===== src/rtl/core/scad_pkg.sv =====
package scad_pkg;

    // result action codes
    typedef enum logic [1:0] {
        ACT_NONE  = 2'd0,
        ACT_CHAR  = 2'd1,
        ACT_TERM  = 2'd2,
        ACT_CLEAR = 2'd3
    } t_action;

    // default queue depths
    localparam int MID_DEPTH_DEF = 2;
    localparam int OUT_DEPTH_DEF = 2;

    // keymap rows, index is the scan code, entries past the key rows are zero
    localparam int MAP_ROWS = 64;
    localparam int MAP_AW   = 6;

    // decoded scan code handed from the front to the back
    typedef struct packed {
        t_action            kind;
        logic [MAP_AW-1:0]  idx;
        logic               shift;
        logic               caps;
        logic [1:0]         term;
    } t_req;

    // one finished result
    typedef struct packed {
        t_action     action;
        logic [6:0]  char_code;
        logic [1:0]  term;
    } t_result;

    localparam logic [6:0] MAP_PLAIN [MAP_ROWS] = '{
        7'h00, 7'h00, 7'h31, 7'h32, 7'h33, 7'h34, 7'h35, 7'h36,
        7'h37, 7'h38, 7'h39, 7'h30, 7'h2d, 7'h3d, 7'h08, 7'h00,
        7'h71, 7'h77, 7'h65, 7'h72, 7'h74, 7'h79, 7'h75, 7'h69,
        7'h6f, 7'h70, 7'h5b, 7'h5d, 7'h0a, 7'h00, 7'h61, 7'h73,
        7'h64, 7'h66, 7'h67, 7'h68, 7'h6a, 7'h6b, 7'h6c, 7'h3b,
        7'h27, 7'h60, 7'h00, 7'h5c, 7'h7a, 7'h78, 7'h63, 7'h76,
        7'h62, 7'h6e, 7'h6d, 7'h2c, 7'h2e, 7'h2f, 7'h00, 7'h00,
        7'h00, 7'h20, 7'h00, 7'h00, 7'h00, 7'h00, 7'h00, 7'h00
    };

    localparam logic [6:0] MAP_SHIFT [MAP_ROWS] = '{
        7'h00, 7'h00, 7'h21, 7'h40, 7'h23, 7'h24, 7'h25, 7'h5e,
        7'h26, 7'h2a, 7'h28, 7'h29, 7'h5f, 7'h2b, 7'h08, 7'h00,
        7'h51, 7'h57, 7'h45, 7'h52, 7'h54, 7'h59, 7'h55, 7'h49,
        7'h4f, 7'h50, 7'h7b, 7'h7d, 7'h0a, 7'h00, 7'h41, 7'h53,
        7'h44, 7'h46, 7'h47, 7'h48, 7'h4a, 7'h4b, 7'h4c, 7'h3a,
        7'h22, 7'h7e, 7'h00, 7'h7c, 7'h5a, 7'h58, 7'h43, 7'h56,
        7'h42, 7'h4e, 7'h4d, 7'h3c, 7'h3e, 7'h3f, 7'h00, 7'h00,
        7'h00, 7'h20, 7'h00, 7'h00, 7'h00, 7'h00, 7'h00, 7'h00
    };

endpackage


===== src/rtl/core/scad_fifo.sv =====
module scad_fifo
    import scad_pkg::*;
#(
    parameter int W     = 8,
    parameter int DEPTH = 2
) (
    input  logic         i_clk,
    input  logic         i_rst_n,
    input  logic         i_push,
    input  logic [W-1:0] i_data,
    output logic         o_full,
    input  logic         i_pop,
    output logic [W-1:0] o_data,
    output logic         o_empty
);

    localparam int AW = (DEPTH > 1) ? $clog2(DEPTH) : 1;
    localparam int CW = $clog2(DEPTH + 1);

    logic [W-1:0]  r_mem [DEPTH];
    logic [AW-1:0] r_wr, n_wr;
    logic [AW-1:0] r_rd, n_rd;
    logic [CW-1:0] r_count, n_count;
    logic          do_push, do_pop;

    assign o_full  = (r_count == CW'(DEPTH));
    assign o_empty = (r_count == '0);
    assign o_data  = r_mem[r_rd];
    assign do_push = i_push && !o_full;
    assign do_pop  = i_pop && !o_empty;

    // pointer and fill count update
    always_comb begin
        n_wr    = r_wr;
        n_rd    = r_rd;
        n_count = r_count;
        if (do_push) begin
            n_wr = (r_wr == AW'(DEPTH - 1)) ? '0 : r_wr + 1'b1;
        end
        if (do_pop) begin
            n_rd = (r_rd == AW'(DEPTH - 1)) ? '0 : r_rd + 1'b1;
        end
        case ({do_push, do_pop})
            2'b10:   n_count = r_count + 1'b1;
            2'b01:   n_count = r_count - 1'b1;
            default: n_count = r_count;
        endcase
    end

    always_ff @(posedge i_clk) begin
        if (!i_rst_n) begin
            r_wr    <= '0;
            r_rd    <= '0;
            r_count <= '0;
        end else begin
            r_wr    <= n_wr;
            r_rd    <= n_rd;
            r_count <= n_count;
        end
    end

    // storage
    always_ff @(posedge i_clk) begin
        if (do_push) begin
            r_mem[r_wr] <= i_data;
        end
    end

endmodule


===== src/rtl/core/scad_front.sv =====
module scad_front
    import scad_pkg::*;
(
    input  logic       i_clk,
    input  logic       i_rst_n,
    input  logic       i_accept,
    input  logic [7:0] i_scan_code,
    output t_req       o_req
);

    localparam logic [7:0] SC_LSHIFT_DN = 8'h2a;
    localparam logic [7:0] SC_LSHIFT_UP = 8'haa;
    localparam logic [7:0] SC_RSHIFT_DN = 8'h36;
    localparam logic [7:0] SC_RSHIFT_UP = 8'hb6;
    localparam logic [7:0] SC_CTRL_DN   = 8'h1d;
    localparam logic [7:0] SC_CTRL_UP   = 8'h9d;
    localparam logic [7:0] SC_ALT_DN    = 8'h38;
    localparam logic [7:0] SC_ALT_UP    = 8'hb8;
    localparam logic [7:0] SC_CAPS      = 8'h3a;
    localparam logic [7:0] SC_KEY_L     = 8'h26;
    localparam logic [7:0] SC_F1        = 8'h3b;
    localparam logic [7:0] SC_F3        = 8'h3d;
    localparam logic [7:0] SC_REL_MIN   = 8'h80;
    localparam logic [7:0] SC_MAP_END   = 8'h3a;

    logic r_lshift, n_lshift;
    logic r_rshift, n_rshift;
    logic r_ctrl,   n_ctrl;
    logic r_alt,    n_alt;
    logic r_caps,   n_caps;

    // modifier flags as they stand after this code
    always_comb begin
        n_lshift = r_lshift;
        n_rshift = r_rshift;
        n_ctrl   = r_ctrl;
        n_alt    = r_alt;
        n_caps   = r_caps;
        case (i_scan_code)
            SC_LSHIFT_DN: n_lshift = 1'b1;
            SC_LSHIFT_UP: n_lshift = 1'b0;
            SC_RSHIFT_DN: n_rshift = 1'b1;
            SC_RSHIFT_UP: n_rshift = 1'b0;
            SC_CTRL_DN:   n_ctrl   = 1'b1;
            SC_CTRL_UP:   n_ctrl   = 1'b0;
            SC_ALT_DN:    n_alt    = 1'b1;
            SC_ALT_UP:    n_alt    = 1'b0;
            SC_CAPS:      n_caps   = !r_caps;
            default:      n_caps   = r_caps;
        endcase
    end

    always_ff @(posedge i_clk) begin
        if (!i_rst_n) begin
            r_lshift <= 1'b0;
            r_rshift <= 1'b0;
            r_ctrl   <= 1'b0;
            r_alt    <= 1'b0;
            r_caps   <= 1'b0;
        end else if (i_accept) begin
            r_lshift <= n_lshift;
            r_rshift <= n_rshift;
            r_ctrl   <= n_ctrl;
            r_alt    <= n_alt;
            r_caps   <= n_caps;
        end
    end

    // classify: releases, terminal switch, clear screen, keymap lookup
    always_comb begin
        o_req.idx   = i_scan_code[MAP_AW-1:0];
        o_req.shift = n_lshift || n_rshift;
        o_req.caps  = n_caps;
        // F1..F3 map to 0..2 from the low two bits
        o_req.term  = i_scan_code[1:0] + 2'd1;
        if (i_scan_code > SC_REL_MIN) begin
            o_req.kind = ACT_NONE;
        end else if (n_alt && i_scan_code >= SC_F1 && i_scan_code <= SC_F3) begin
            o_req.kind = ACT_TERM;
        end else if (n_ctrl && i_scan_code == SC_KEY_L) begin
            o_req.kind = ACT_CLEAR;
        end else if (i_scan_code < SC_MAP_END) begin
            o_req.kind = ACT_CHAR;
        end else begin
            o_req.kind = ACT_NONE;
        end
    end

endmodule


===== src/rtl/core/scad_back.sv =====
module scad_back
    import scad_pkg::*;
(
    input  t_req    i_req,
    output t_result o_res
);

    logic [6:0] map_char;
    logic [6:0] case_char;
    logic       is_letter;

    // keymap lookup with caps lock case inversion on letters
    always_comb begin
        map_char  = i_req.shift ? MAP_SHIFT[i_req.idx] : MAP_PLAIN[i_req.idx];
        is_letter = (map_char >= 7'h61 && map_char <= 7'h7a)
                 || (map_char >= 7'h41 && map_char <= 7'h5a);
        case_char = (i_req.caps && is_letter) ? (map_char ^ 7'h20) : map_char;
    end

    // build the result
    always_comb begin
        o_res.action    = ACT_NONE;
        o_res.char_code = '0;
        o_res.term      = '0;
        case (i_req.kind)
            ACT_CHAR: begin
                if (case_char != '0) begin
                    o_res.action    = ACT_CHAR;
                    o_res.char_code = case_char;
                end
            end
            ACT_TERM: begin
                o_res.action = ACT_TERM;
                o_res.term   = i_req.term;
            end
            ACT_CLEAR: begin
                o_res.action = ACT_CLEAR;
            end
            default: begin
                o_res.action = ACT_NONE;
            end
        endcase
    end

endmodule


===== src/rtl/core/scan_code_to_ascii_decoder_top.sv =====
// Scan code set 1 to ASCII decoder. Push one raw scan code per cycle while
// full is low; every code yields exactly one result, popped in order while
// empty is low: action 1 with an ASCII char_code, action 2 with a
// terminal_index for alt+F1..F3, action 3 for ctrl+L, or action 0 for
// releases, modifiers and unmapped keys. Shift, ctrl, alt and caps lock are
// tracked inside and reset to released/off. Throughput is one code per
// clock while full is low, with the flag update in the front registered
// on each accepted code and the keymap lookup in the back combinational;
// each code is registered into a small request queue and its result into
// a result queue before it reaches the outputs; both depths are parameters.
module scan_code_to_ascii_decoder_top
    import scad_pkg::*;
#(
    parameter int MID_DEPTH = MID_DEPTH_DEF,
    parameter int OUT_DEPTH = OUT_DEPTH_DEF
) (
    input  logic       i_clk,
    input  logic       i_rst_n,
    input  logic       push,
    output logic       full,
    input  logic [7:0] i_scan_code,
    output logic       empty,
    input  logic       pop,
    output logic [1:0] o_action,
    output logic [6:0] o_char_code,
    output logic [1:0] o_terminal_index
);

    t_req              front_req;
    logic [$bits(t_req)-1:0]    mid_data;
    t_req              back_req;
    t_result           back_res;
    logic [$bits(t_result)-1:0] out_data;
    t_result           out_res;
    logic              accept;
    logic              mid_full;
    logic              mid_empty;
    logic              out_full;
    logic              xfer;

    assign full   = mid_full;
    assign accept = push && !mid_full;
    assign xfer   = !mid_empty && !out_full;

    // front: modifier tracking and classification
    scad_front u_front (
        .i_clk       (i_clk),
        .i_rst_n     (i_rst_n),
        .i_accept    (accept),
        .i_scan_code (i_scan_code),
        .o_req       (front_req)
    );

    // request queue between front and back
    scad_fifo #(
        .W     ($bits(t_req)),
        .DEPTH (MID_DEPTH)
    ) u_mid_q (
        .i_clk   (i_clk),
        .i_rst_n (i_rst_n),
        .i_push  (accept),
        .i_data  (front_req),
        .o_full  (mid_full),
        .i_pop   (xfer),
        .o_data  (mid_data),
        .o_empty (mid_empty)
    );

    assign back_req = t_req'(mid_data);

    // back: keymap lookup and result build
    scad_back u_back (
        .i_req (back_req),
        .o_res (back_res)
    );

    // result queue toward the consumer
    scad_fifo #(
        .W     ($bits(t_result)),
        .DEPTH (OUT_DEPTH)
    ) u_out_q (
        .i_clk   (i_clk),
        .i_rst_n (i_rst_n),
        .i_push  (xfer),
        .i_data  (back_res),
        .o_full  (out_full),
        .i_pop   (pop),
        .o_data  (out_data),
        .o_empty (empty)
    );

    assign out_res          = t_result'(out_data);
    assign o_action         = out_res.action;
    assign o_char_code      = out_res.char_code;
    assign o_terminal_index = out_res.term;

endmodule


===== config.mk =====
export PLATFORM = sky130hd
export DESIGN_NAME = scan_code_to_ascii_decoder_top
export DESIGN_NICKNAME = d
export VERILOG_FILES = /design/src/rtl/core/scad_pkg.sv /design/src/rtl/core/scad_fifo.sv /design/src/rtl/core/scad_front.sv /design/src/rtl/core/scad_back.sv /design/src/rtl/core/scan_code_to_ascii_decoder_top.sv
export SDC_FILE = /design/constraint.sdc
export NUM_CORES = 1
export LEC_CHECK = 0
export ABC_AREA = 1
export BUFFER_PORTS_ARGS = -buffer_cell sky130_fd_sc_hd__buf_2
export CAP_MARGIN = 10
export CORE_ASPECT_RATIO = 0.9
export CORE_MARGIN = 4
export CORE_UTILIZATION = 45
export DETAILED_ROUTE_END_ITERATION = 10
export SLEW_MARGIN = 30
export SYNTH_ARGS = -nofsm -noshare
export SYNTH_HDL_FRONTEND = slang
export SYNTH_SLANG_ARGS = --single-unit

===== constraint.sdc =====
create_clock -name i_clk -period 3.8 [get_ports i_clk]
set_input_delay 0.76 -clock i_clk [delete_from_list [all_inputs] [get_ports i_clk]]
set_output_delay 0.76 -clock i_clk [all_outputs]
set_load 0.005 [all_outputs]

After elaboration in Yosys (flattened, before gate mapping) --
Memory sizes are Yosys's and may differ from the RTL's. A register that Yosys moved wholly into a read port is not among the register bits. Cells that the tools add are included.
Word-level totals: word-level logic and storage cells 111, memories kept 4, output and inout port bits 13, bits in read-only memories 896, bits in latches 0, register bits after elaboration 13, bits of input ports 12, bits in writable memories 46
Operators by class: equality and inequality tests 19, reduce and logical (&&, ||, !) cells 24, muxes and demuxes 33, $add $sub $neg 9, shift-type cells 0, magnitude comparators 9, multiply operators 0, bitwise gates (word level) 2, divide/modulo/power cells 0
Memories:
- (name not given) | words 64, bits a word 7, read ports 1, clocked after memory_dff 0, wr ports 0, RTL line scad_back.sv:14 | map_char = i_req.shift ? MAP_SHIFT[i_req.idx] : MAP_PLAIN[i_req.idx];
- (name not given) | words 64, bits a word 7, read ports 1, clocked after memory_dff 0, wr ports 0, RTL line scad_back.sv:14
- u_mid_q.r_mem | words 2, bits a word 12, read ports 1, clocked after memory_dff 1, wr ports 1, RTL line scad_fifo.sv:20 | logic [W-1:0] r_mem [DEPTH];
- u_out_q.r_mem | words 2, bits a word 11, read ports 1, clocked after memory_dff 1, wr ports 1, RTL line scad_fifo.sv:20
Operator list (number):
- two-way mux 7 bit | 6
- == test 8 x 6 -> 1 bit (second input constant) | 5
- == test 8 bit (second input constant) | 4
- >= comparator 7 bit (second input constant) | 3
- <= comparator 7 bit (second input constant) | 2
- two-way mux 1 bit | 14
- == test 2 bit (second input constant) | 6
- logical AND 1 bit | 12
- == test 8 x 5 -> 1 bit (second input constant) | 1
- >= comparator 8 x 6 -> 1 bit (second input constant) | 1
- > comparator 8 bit (second input constant) | 1
- <= comparator 8 x 6 -> 1 bit (second input constant) | 1
- less-than comparator 8 x 6 -> 1 bit (second input constant) | 1
- two-way mux 2 bit | 4
- two-way mux 8 bit | 1
- case mux 1 bit (2 select lines) | 4
- case mux 2 bit (2 select lines) | 2
- NOT 6 -> 7 bit | 1
- nonzero test 7 bit | 1
- adder 2 x 1 -> 2 bit (second input constant) | 3
- == test 2 x 1 -> 1 bit (second input constant) | 3
- two-way mux 6 bit | 1
- case mux 2 bit (3 select lines) | 1
- zero test 1 bit | 5
- 6 further kinds | 13

Depth between registers and ports, before layout --
Gate-level depths: netlist (run 1).
word-level depth 13, gate-level depth with buffers 22, mapped depth without buffers 21

Modules after synthesis --
A second synthesis (run 1) with hierarchy kept.
Second synthesis, totals: cell total of the unflattened synthesis 504, area total of the unflattened synthesis 4053.9 um2
Modules (own cells, without submodules):
- scad_back | cells each 240, times used 1, sequential area each 0.0 um2, area each 1227.4 um2
- scad_fifo (u_mid_q) | cells each 77, times used 1, sequential area each 820.8 um2, area each 1131.1 um2
- scad_fifo (u_out_q) | cells each 74, times used 1, sequential area each 760.7 um2, area each 1056.0 um2
- scad_front | cells each 110, times used 1, sequential area each 100.1 um2, area each 625.6 um2
- scan_code_to_ascii_decoder_top | cells each 3, times used 1, sequential area each 0.0 um2, area each 13.8 um2

Least setup slack after synthesis (run 1) --
No wires, ideal clock.
path type register to register, from register (tool-made name), to memory u_out_q.r_mem[0][9] (netlist name) (data pin), clock period less this slack 2.438 ns, slack 1.362 ns, path buffers 2, cell stages (with the launch flop) 22, required time 3.548 ns, library setup time 0.252 ns, arrival 2.187 ns, cells stage by stage dfxtp_1 buf_6 buf_6 nand2_1 nand2_2 ha_1 inv_1 nand3_1 nand3_1 nand2_1 nand2_1 nand3_1 nand3_1 nand2_1 nand2_1 nor2_2 nor2_1 nand2_1 nand2_1 nand3_1 nand2_1 inv_1
RTL lines (RTL line):
- end, declared | scad_fifo.sv:20

==> results by group, run 1 <==
Status
  – Status: finished, final reports clean

CTS
  – Worst-case clock buffer depth: 2
  – H-tree levels: 3
  – Clock slew at reported path FFs: 60 ps
  – Hold_buf cts: 0
  – Root Buffer: clkbuf_8
  – Setup bufs post-CTS: 0
  – Insertion delay to the later sink of the worst-skew pair: 330 ps
  – CTS Buf Count: 9
  – CTS tree: done
  – PostCTS Resize Cnt: 0
  – Sinks on Clock Net: 61

Critical path
  – CP Data Arrival Time: 3170 ps
  – CP Class: register to register
  – Startpoint types: register
  – Worst Reg-to-Reg Cells: 20
  – Setup crit end kind: register
  – Crit Path Max Fanout: 20
  – Req. time, crit path: 3890 ps

Timing
  – Endpoints failing setup: 0
  – Relative slew slack: 0.407
  – Final Max Slew Viols: 0
  – Max Fclk: 325 MHz
  – Hold Slack: 458 ps
  – Unrepaired setup endpoints after global routing: false
  – Final Hold Viols: 0
  – Final period util: 0.810
  – Tmin final: 3080 ps
  – Worst Max-Slew Pin Slew: 886 ps
  – Crit path setup slack, layout: 721 ps
  – Clock skew: 7.27 ps
  – Fin Setup TNS: 0 ps

Power
  – Flop pwr share: 0.326
  – Logic pwr share: 0.493
  – Switching Power: 1.38 mW
  – Internal power: 1.81 mW
  – Total Power: 3.19 mW
  – Pwr Density: 762 nW/µm²
  – Switching Share: 0.431
  – Clk pwr share: 0.181
  – Maximum vdd drop: 0.299 mV
  – Pleak: 1.89 nW

Cells and area
  – Diodes inserted: 0
  – Layout Nets: 524
  – Layout area overhead: 9.48%
  – Fillers: 793
  – Finished Layout Cells: 614
  – Layout cells sized above 1: 0.142
  – Post-route design area: 4190 µm²
  – Fin util: 0.512

Die
  – Die area: 10,000 µm²
  – Row count: 31
  – DIE HEIGHT: 95.5 µm
  – Io pins: 25
  – Core area: 8180 µm²
  – DIE WIDTH: 105 µm
  – Initial Utilization: 0.468

Detailed routing
  – First-pass DRT Iterations: 7
  – Vias per std cell: 5.18
  – DRC Markers: 0
  – Vias: 3,181
  – Iteration-0 DRC Markers: 164
  – Routed len/inst: 13.9 µm
  – Wirelength, routed: 8530 µm
  – Antenna viol nets, final: 0

Logic synthesis
  – Syn Inst Count: 472
  – Avg Synthesized Cell Area: 8.11 µm²
  – Post-synth top cells: 125 x nand2_1, 53 x nand3_1, 52 x inv_1
  – Synthesized area: 3830 µm²
  – Synth async-reset ratio: 0
  – Flops & latches, synth: 61
  – Post-synth top flop: edfxtp_1
  – Yosys top cell area share: 0.361
  – Synthesis Warnings: 0
  – Synth area leaders: edfxtp_1 36%, nand2_1 12%, dfxtp_1 7.8%
  – Number of flops mapped to enable cells by yosys: 46
  – Mapped Nets: 502
  – Distinct cells, synth: 35
  – Count leader, synth: nand2_1
  – Seq/Total Area, Yosys: 0.439
  – Post-synth top area cell: edfxtp_1

Hold path
  – Hold crit path type: register to register
  – Worst hold stages: 1

Placement
  – DP Area: 3980 µm²
  – Dpl ws: 767 ps
  – Cells after DPL: 598
  – Number of port buffers: 24
  – Post-DP HPWL: 6370 µm
  – Placer Congestion: 0.950

Flow run
  – Max-Cap Viols: 0

GRT
  – Largest net degree at the start of global routing: 26
  – Total grt overflow: 0
  – Vias in the first global route: 3,011
  – Antenna violations before repair: 0
  – GRT Util Overall: 0.177
  – First-pass GRT wire length: 14,200 µm
## layout by cell type, fill, tap and decap left out, types with 8 or more instances in the layout
cell / Yosys / final
inv_1: 52 / 52
ha_1: 18 / 18
o211ai_1: 8 / 8
edfxtp_1: 46 / 46
nand2_1: 125 / 125
nor2_1: 40 / 37
o21ai_0: 24 / 24
mux2_2: 11 / 11
clkbuf_8: 0 / 10
a21oi_1: 23 / 23
dfxtp_1: 15 / 15
nand3_1: 53 / 53
buf_2: 1 / 24
## registers in the layout, summed over array words and instances, names as in the netlist, named ones only
name	count
u_front.r_caps	1
u_front.r_lshift	1
u_front.r_alt	1
u_mid_q.r_count	2
u_mid_q.r_rd	1
u_out_q.r_rd	1
u_mid_q.r_mem	24
u_out_q.r_mem	22
u_mid_q.r_wr	1
u_out_q.r_count	2
u_front.r_ctrl	1
u_out_q.r_wr	1
u_front.r_rshift	1
## power groups by stage
stage | clock network, mW | logic (mW) | registers [mW]
floorplan | 0 | 1.25 | 1.01
global placement | 0 | 1.54 | 1.05
detailed placement | 0 | 1.55 | 1.06
global route | 0.617 | 1.78 | 1.07
CTS | 0.590 | 1.56 | 1.04
finish | 0.579 | 1.57 | 1.04
## kinds of logic (layout without fill, tap and decap cells)
| kind of cell | count (synthesis) | in the layout | share of synthesized area |
|---|---|---|---|
| buf+inv | 70 | 97 | 0.0886 |
| flops | 61 | 61 | 0.439 |
| simple gates | 238 | 238 | 0.269 |
| compound gates | 71 | 71 | 0.105 |
| xor+xnor | 3 | 3 | 0.00687 |
| mux | 11 | 11 | 0.0324 |
| fa+ha+maj | 18 | 18 | 0.0588 |
## cell type report
cell class | count | area (µm²) | share of cell area
Clock buffer | 14 | 195 | 0.0466
Clock inverter | 2 | 13.8 | 0.00328
Inverter | 55 | 206 | 0.0493
Multi-Input combinational cell | 341 | 1810 | 0.433
Sequential cell | 61 | 1680 | 0.401
Tap cell | 115 | 144 | 0.0343
Timing Repair Buffer | 26 | 135 | 0.0322
## critical path, stage by stage (launching register included)
cell and delay, ps:
dfxtp_1 440, inv_2 260, nand2_1 80, nand2_1 540, nand2_1 250, inv_1 170, nand2_1 70, nor2_1 120
nor2_1 50, nand2_1 50, nand2_1 50, nand2_1 50, nand2_1 100, nand2_1 100, nor2_2 40, nor2_1 130
nand2_1 70, nand2_1 80, nand3_1 80, nand2_1 60, inv_1 40
## routing by layer
metal,vias up,wire length (µm),global-route usage
met5,-,0,0
met4,0,224,0.0678
met3,19,507,0.0427
met2,107,3840,0.282
met1,1432,3970,0.234
li1,1623,-,-
## worst paths after layout
path | startpoint | end | slack (ps)
worst max-delay path | register | u_out_q.r_mem[0][9]$_DFFE_PP_ | 720
worst min-delay path | u_out_q.r_rd$_SDFFE_PN0P_ | u_out_q.r_rd$_SDFFE_PN0P_ | 460
worst max register to register | register | u_out_q.r_mem[0][9]$_DFFE_PP_ | 720
worst min register to register | u_out_q.r_rd$_SDFFE_PN0P_ | u_out_q.r_rd$_SDFFE_PN0P_ | 460
Power figures use the tool's default switching activity.
==> run 2: changes to the inputs <==
==> constraint.sdc (replaced) <==
create_clock -name i_clk -period 2.5 [get_ports i_clk]
set_input_delay 0.5 -clock i_clk [delete_from_list [all_inputs] [get_ports i_clk]]
set_output_delay 0.5 -clock i_clk [all_outputs]
set_load 0.005 [all_outputs]
==> results by group, run 2 (synthesized netlist as in run 1, its figures left out) <==
Status
  – Status: finished, final reports clean

Critical path
  – Critical path's most frequent cell: nand2_1
  – Startpoint types: register
  – CP Data Arrival Time: 2540 ps
  – Setup crit end kind: register
  – Crit path cell chain: inv_6 > nand2_2 > nand2_4 > ha_4 > buf_4 > nand3_2 > nand3_2 > nand2_1 > nand2_1 > nand2_1 > nand2_2 > nand2_2 > nor2_2 > nand2_2 > nor2_4 > nand2_1 > nor2_2 > nand3_2 > nand2_1 > inv_1
  – CP Class: register to register
  – Crit Path Max Fanout: 7
  – CP peak stage delay: 380 ps
  – Crit-path slowest cell: dfxtp_4
  – Req. time, crit path: 2600 ps

Power
  – Internal power: 3.22 mW
  – Clk pwr share: 0.132
  – Logic pwr share: 0.598
  – Maximum vdd drop: 0.471 mV
  – Switching Power: 2.60 mW
  – Switching Share: 0.447
  – Pleak: 2.17 nW
  – Pwr Density: 1180 nW/µm²
  – Flop pwr share: 0.271

GRT
  – Antenna violations before repair: 0
  – Vias in the first global route: 3,124
  – First-pass GRT wire length: 15,000 µm
  – Total grt overflow: 0
  – Largest net degree at the start of global routing: 19
  – GRT Util Overall: 0.189

Flow run
  – Max-Cap Viols: 0

Placement
  – Placer Congestion: 0.992
  – Number of port buffers: 24
  – DP Area: 4190 µm²
  – Post-DP HPWL: 6840 µm

Die
  – Io pins: 25
  – DIE HEIGHT: 95.5 µm
  – Die area: 10,000 µm²
  – Core area: 8180 µm²
  – DIE WIDTH: 105 µm
  – Initial Utilization: 0.468
  – Row count: 31

Timing
  – Final period util: 0.975
  – Clock skew: 14.5 ps
  – Relative slew slack: 0.624
  – Unrepaired setup endpoints after global routing: true
  – Worst Max-Slew Pin Slew: 560 ps
  – Max Fclk: 410 MHz
  – Final Hold Viols: 0
  – Tmin final: 2440 ps
  – Final Max Slew Viols: 0
  – Fin Setup TNS: 0 ps
  – Endpoints failing setup: 0

Detailed routing
  – Wirelength, routed: 9720 µm
  – Antenna viol nets, final: 0
  – DRC Markers: 0
  – Vias: 3,418
  – Routed len/inst: 14.7 µm
  – Iteration-0 DRC Markers: 198
  – First-pass DRT Iterations: 5
  – Vias per std cell: 5.18

CTS
  – Sinks on Clock Net: 61
  – Clock slew at reported path FFs: 70 ps
  – H-tree levels: 3
  – Worst-case clock buffer depth: 2
  – CTS Buf Count: 9
  – Root Buffer: clkbuf_8
  – Insertion delay to the later sink of the worst-skew pair: 340 ps
  – CTS tree: done

Cells and area
  – Layout area overhead: 28.4%
  – Post-route design area: 4910 µm²
  – Diodes inserted: 0
  – Largest Register: u_mid_q.r_mem
  – Most frequent cells in the layout: 90 x nand2_1, 46 x edfxtp_1, 45 x inv_1
  – Commonest non-fill, non-tap cell in the layout: nand2_1
  – Biggest regs: u_mid_q.r_mem x24, u_out_q.r_mem x22
  – Max reg flops: 24
  – Layout cells sized above 1: 0.345
  – Layout Nets: 570

Hold path
  – Hold crit path type: input pin to register
==> run 2: path summary, 6_finish.rpt <==
check	cells after the start	end	start	slack [ps]
setup / recovery	20	u_out_q.r_mem[0][9]$_DFFE_PP_	register	60
hold / removal	1	u_mid_q.r_mem[1][8]$_DFFE_PP_	i_scan_code[4]	380
setup reg to reg	20	u_out_q.r_mem[0][9]$_DFFE_PP_	register	60
hold reg to reg	1	u_mid_q.r_rd$_SDFFE_PN0P_	u_mid_q.r_rd$_SDFFE_PN0P_	450
==> run 2: metal layers <==
metal / vias up / part of all wire / track usage
met1: 1548 / 0.43 / 0.242
met5: - / 0 / 0
li1: 1715 / - / -
met2: 127 / 0.48 / 0.314
met4: 0 / 0.030 / 0.0776
met3: 28 / 0.066 / 0.0413
==> run 2: critical path, delay by kind of cell, from the launching register on <==
family	cells	cell delay (ps)
DFF	1	380
buffers and inverters	3	260
adders and majority gates	1	160
and+or+nand+nor	16	1380
==> run 2: timing repair <==
action                                  in CTS  in global routing
endpoints found under the setup margin       4                  4
pin swaps                                    0                 35
buffers inserted                             0                 18
gates resized for setup                      4                102
gates cloned                                 0                  1
hold buffers                                 0                  0
==> run 2: cell type report <==
type | instances | area, µm²
Fill cell | 713 | 3270
Multi-Input combinational cell | 342 | 2170
Tap cell | 115 | 144
Sequential cell | 61 | 1690
Inverter | 55 | 220
Clock buffer | 9 | 124
Clock inverter | 7 | 50.0
Timing Repair Buffer | 71 | 519
==> run 2: through the flow <==
step                      setup WS, ps  hold slack (ps)  utilization  power [mW]  cells
after floorplan                   61.7              425            -        3.43    472
after global placement           -60.5              436        0.512        4.28    625
after detailed placement          -101              441        0.512        4.26    625
after CTS                         24.0              368        0.535        5.06    641
after global routing             -91.4              375        0.601        6.27    660
final                             63.7              384        0.601        5.82    660
==> run 2: power by group through the flow <==
stage                     Combinational, mW  Clock [mW]  Sequential [mW]
after global routing                   3.83       0.830             1.61
after floorplan                        1.90           0             1.53
after detailed placement               2.67           0             1.59
after CTS                              2.70       0.793             1.57
final                                  3.48       0.766             1.58
after global placement                 2.71           0             1.57
==> run 3: changes to the inputs <==
--- a/config.mk
+++ b/config.mk
@@ -12,6 +12,7 @@
 export CORE_MARGIN = 4
 export CORE_UTILIZATION = 45
 export DETAILED_ROUTE_END_ITERATION = 10
+export GPL_TIMING_DRIVEN = 0
 export SLEW_MARGIN = 30
 export SYNTH_ARGS = -nofsm -noshare
 export SYNTH_HDL_FRONTEND = slang
==> results by group, run 3 (synthesized netlist as in run 1, its figures left out) <==
Critical path
  – Buf+Inv Stages, Crit Path: 4
  – Critical path's most frequent cell: nand2_1
  – Crit path cell chain: buf_6 > buf_8 > nand2_4 > nand2_4 > ha_1 > inv_1 > nand2_1 > a31oi_2 > nand3_2 > nand2_2 > nand2_1 > a21oi_1 > nand2_1 > nand3_1 > nand3_1 > nand2_1 > inv_2
  – CP Class: register to register
  – CP peak stage delay: 360 ps
  – CP Data Arrival Time: 2590 ps
  – CP top delay family: simple AND/OR/NAND/NOR gates
  – Setup crit end kind: register
  – Startpoint types: register
  – Req. time, crit path: 2590 ps
  – Crit-path slowest cell: dfxtp_4
  – Crit Path Max Fanout: 7

Detailed routing
  – Wirelength, routed: 9380 µm
  – First-pass DRT Iterations: 5
  – Routed len/inst: 14.5 µm
  – DRC Markers: 0
  – Antenna viol nets, final: 0
  – Vias: 3,408
  – Iteration-0 DRC Markers: 179
  – Vias per std cell: 5.28

Timing
  – Unrepaired setup endpoints after global routing: true
  – Final Max Slew Viols: 0
  – Final period util: 0.999
  – Hold Slack: 402 ps
  – Clock skew: 6.46 ps
  – Crit path setup slack, layout: 1.39 ps
  – Final Hold Viols: 0
  – Max Fclk: 400 MHz
  – Tmin final: 2500 ps
  – Endpoints failing setup: 0
  – Relative slew slack: 0.379
  – Worst Max-Slew Pin Slew: 928 ps

Die
  – DIE WIDTH: 105 µm
  – Initial Utilization: 0.468
  – Core area: 8180 µm²
  – Die area: 10,000 µm²
  – Io pins: 25
  – Row count: 31
  – DIE HEIGHT: 95.5 µm

CTS
  – CTS tree: done
  – CTS Buf Count: 9
  – Insertion delay to the later sink of the worst-skew pair: 330 ps
  – Sinks on Clock Net: 61
  – Clock slew at reported path FFs: 70 ps
  – Worst-case clock buffer depth: 2
  – Hold_buf cts: 0
  – Root Buffer: clkbuf_8
  – H-tree levels: 3

Cells and area
  – Layout cells sized above 1: 0.281
  – Commonest non-fill, non-tap cell in the layout: nand2_1
  – Layout area overhead: 21.9%
  – Layout Nets: 556
  – Diodes inserted: 0
  – Biggest regs: u_mid_q.r_mem x24, u_out_q.r_mem x22
  – Storage cell area: 1690 µm²
  – Max reg flops: 24
  – Largest Register: u_mid_q.r_mem
  – Fillers: 777
  – Most frequent cells in the layout: 103 x nand2_1, 49 x inv_1, 46 x edfxtp_1
  – Multi-input gate area in the final layout: 2040 µm²

Flow run
  – Max-Cap Viols: 0

Power
  – Logic pwr share: 0.572
  – Maximum vdd drop: 0.429 mV
  – Switching Share: 0.440
  – Switching Power: 2.43 mW
  – Flop pwr share: 0.280
  – Internal power: 3.09 mW
  – Pwr Density: 1180 nW/µm²
  – Clk pwr share: 0.148
  – Pleak: 2.09 nW

GRT
  – First-pass GRT wire length: 15,300 µm
  – Vias in the first global route: 3,221
  – Antenna violations before repair: 0
  – Largest net degree at the start of global routing: 14
  – Total grt overflow: 0
  – GRT Util Overall: 0.189

Placement
  – Dpl ws: -447 ps
  – Placer Congestion: 0.965
  – Post-DP HPWL: 6580 µm
  – Number of port buffers: 24

Hold path
  – Min-delay src: i_scan_code[4]
  – Hold crit path type: input pin to register

Status
  – Status: finished, final reports clean
## run 3: changes by cell type in the layout (fill, tap and decap cells not counted), sizes merged
cell,delta
clkbuf,+5
clkinvlp,-1
clkinv,-6
nand2,-1
inv,+4
buf,-15
## run 3: path summary, 6_finish.rpt
path	slack [ps]	depth (start not counted)	to
setup / recovery	1	17	u_out_q.r_mem[0][9]$_DFFE_PP_
hold / removal	400	1	u_mid_q.r_mem[0][8]$_DFFE_PP_
setup reg to reg	1	17	u_out_q.r_mem[0][9]$_DFFE_PP_
hold reg to reg	460	1	register
## run 3: cell type report
| class | instances | share of cell area |
|---|---|---|
| Buffer | 15 | 0.0314 |
| Clock buffer | 12 | 0.0333 |
| Clock inverter | 4 | 0.00590 |
| Inverter | 55 | 0.0453 |
| Multi-Input combinational cell | 341 | 0.437 |
| Sequential cell | 61 | 0.361 |
| Tap cell | 115 | 0.0308 |
| Timing Repair Buffer | 43 | 0.0552 |
## run 3: metal layers
metal / track usage / part of all wire / vias up
li1: - / - / 1695
met1: 0.248 / 0.44 / 1550
met2: 0.316 / 0.48 / 145
met3: 0.0332 / 0.069 / 18
met4: 0.0721 / 0.018 / 0
met5: 0 / 0 / -
## run 3: worst register-to-register path, delay by kind of cell, from the launching register on
kind / cells / cell delay, ps
AO/OA/AOI/OAI: 2 / 300
adder cells (fa/ha/maj): 1 / 240
buffers and inverters: 4 / 370
flip-flops: 1 / 360
AND/OR/NAND/NOR: 10 / 950
## run 3: through the flow
step,cell area [µm²],total power [mW],util,cells,setup TNS (ps)
2_1_floorplan,3830,3.43,-,472,0
3_3_place_gp,4090,4.09,0.500,611,-1370
3_5_place_dp,4100,4.12,0.501,611,-1560
4_1_cts,4430,5.14,0.541,633,0
5_1_grt,4670,5.96,0.570,646,-264
6_report,4670,5.52,0.570,646,0
## run 3: what timing repair did
action                                  in CTS  in global routing
cloned                                       0                  2
endpoints found under the setup margin       4                  4
pin swaps                                    6                 19
gates resized for setup                     27                 41
setup buffers                                6                 11
## run 3: power by group through the flow
stage / registers, mW / clock network, mW / logic (mW)
after floorplan: 1.53 / 0 / 1.90
after global placement: 1.55 / 0 / 2.54
after detailed placement: 1.56 / 0 / 2.56
after CTS: 1.54 / 0.841 / 2.75
after global routing: 1.58 / 0.881 / 3.51
final: 1.54 / 0.816 / 3.16
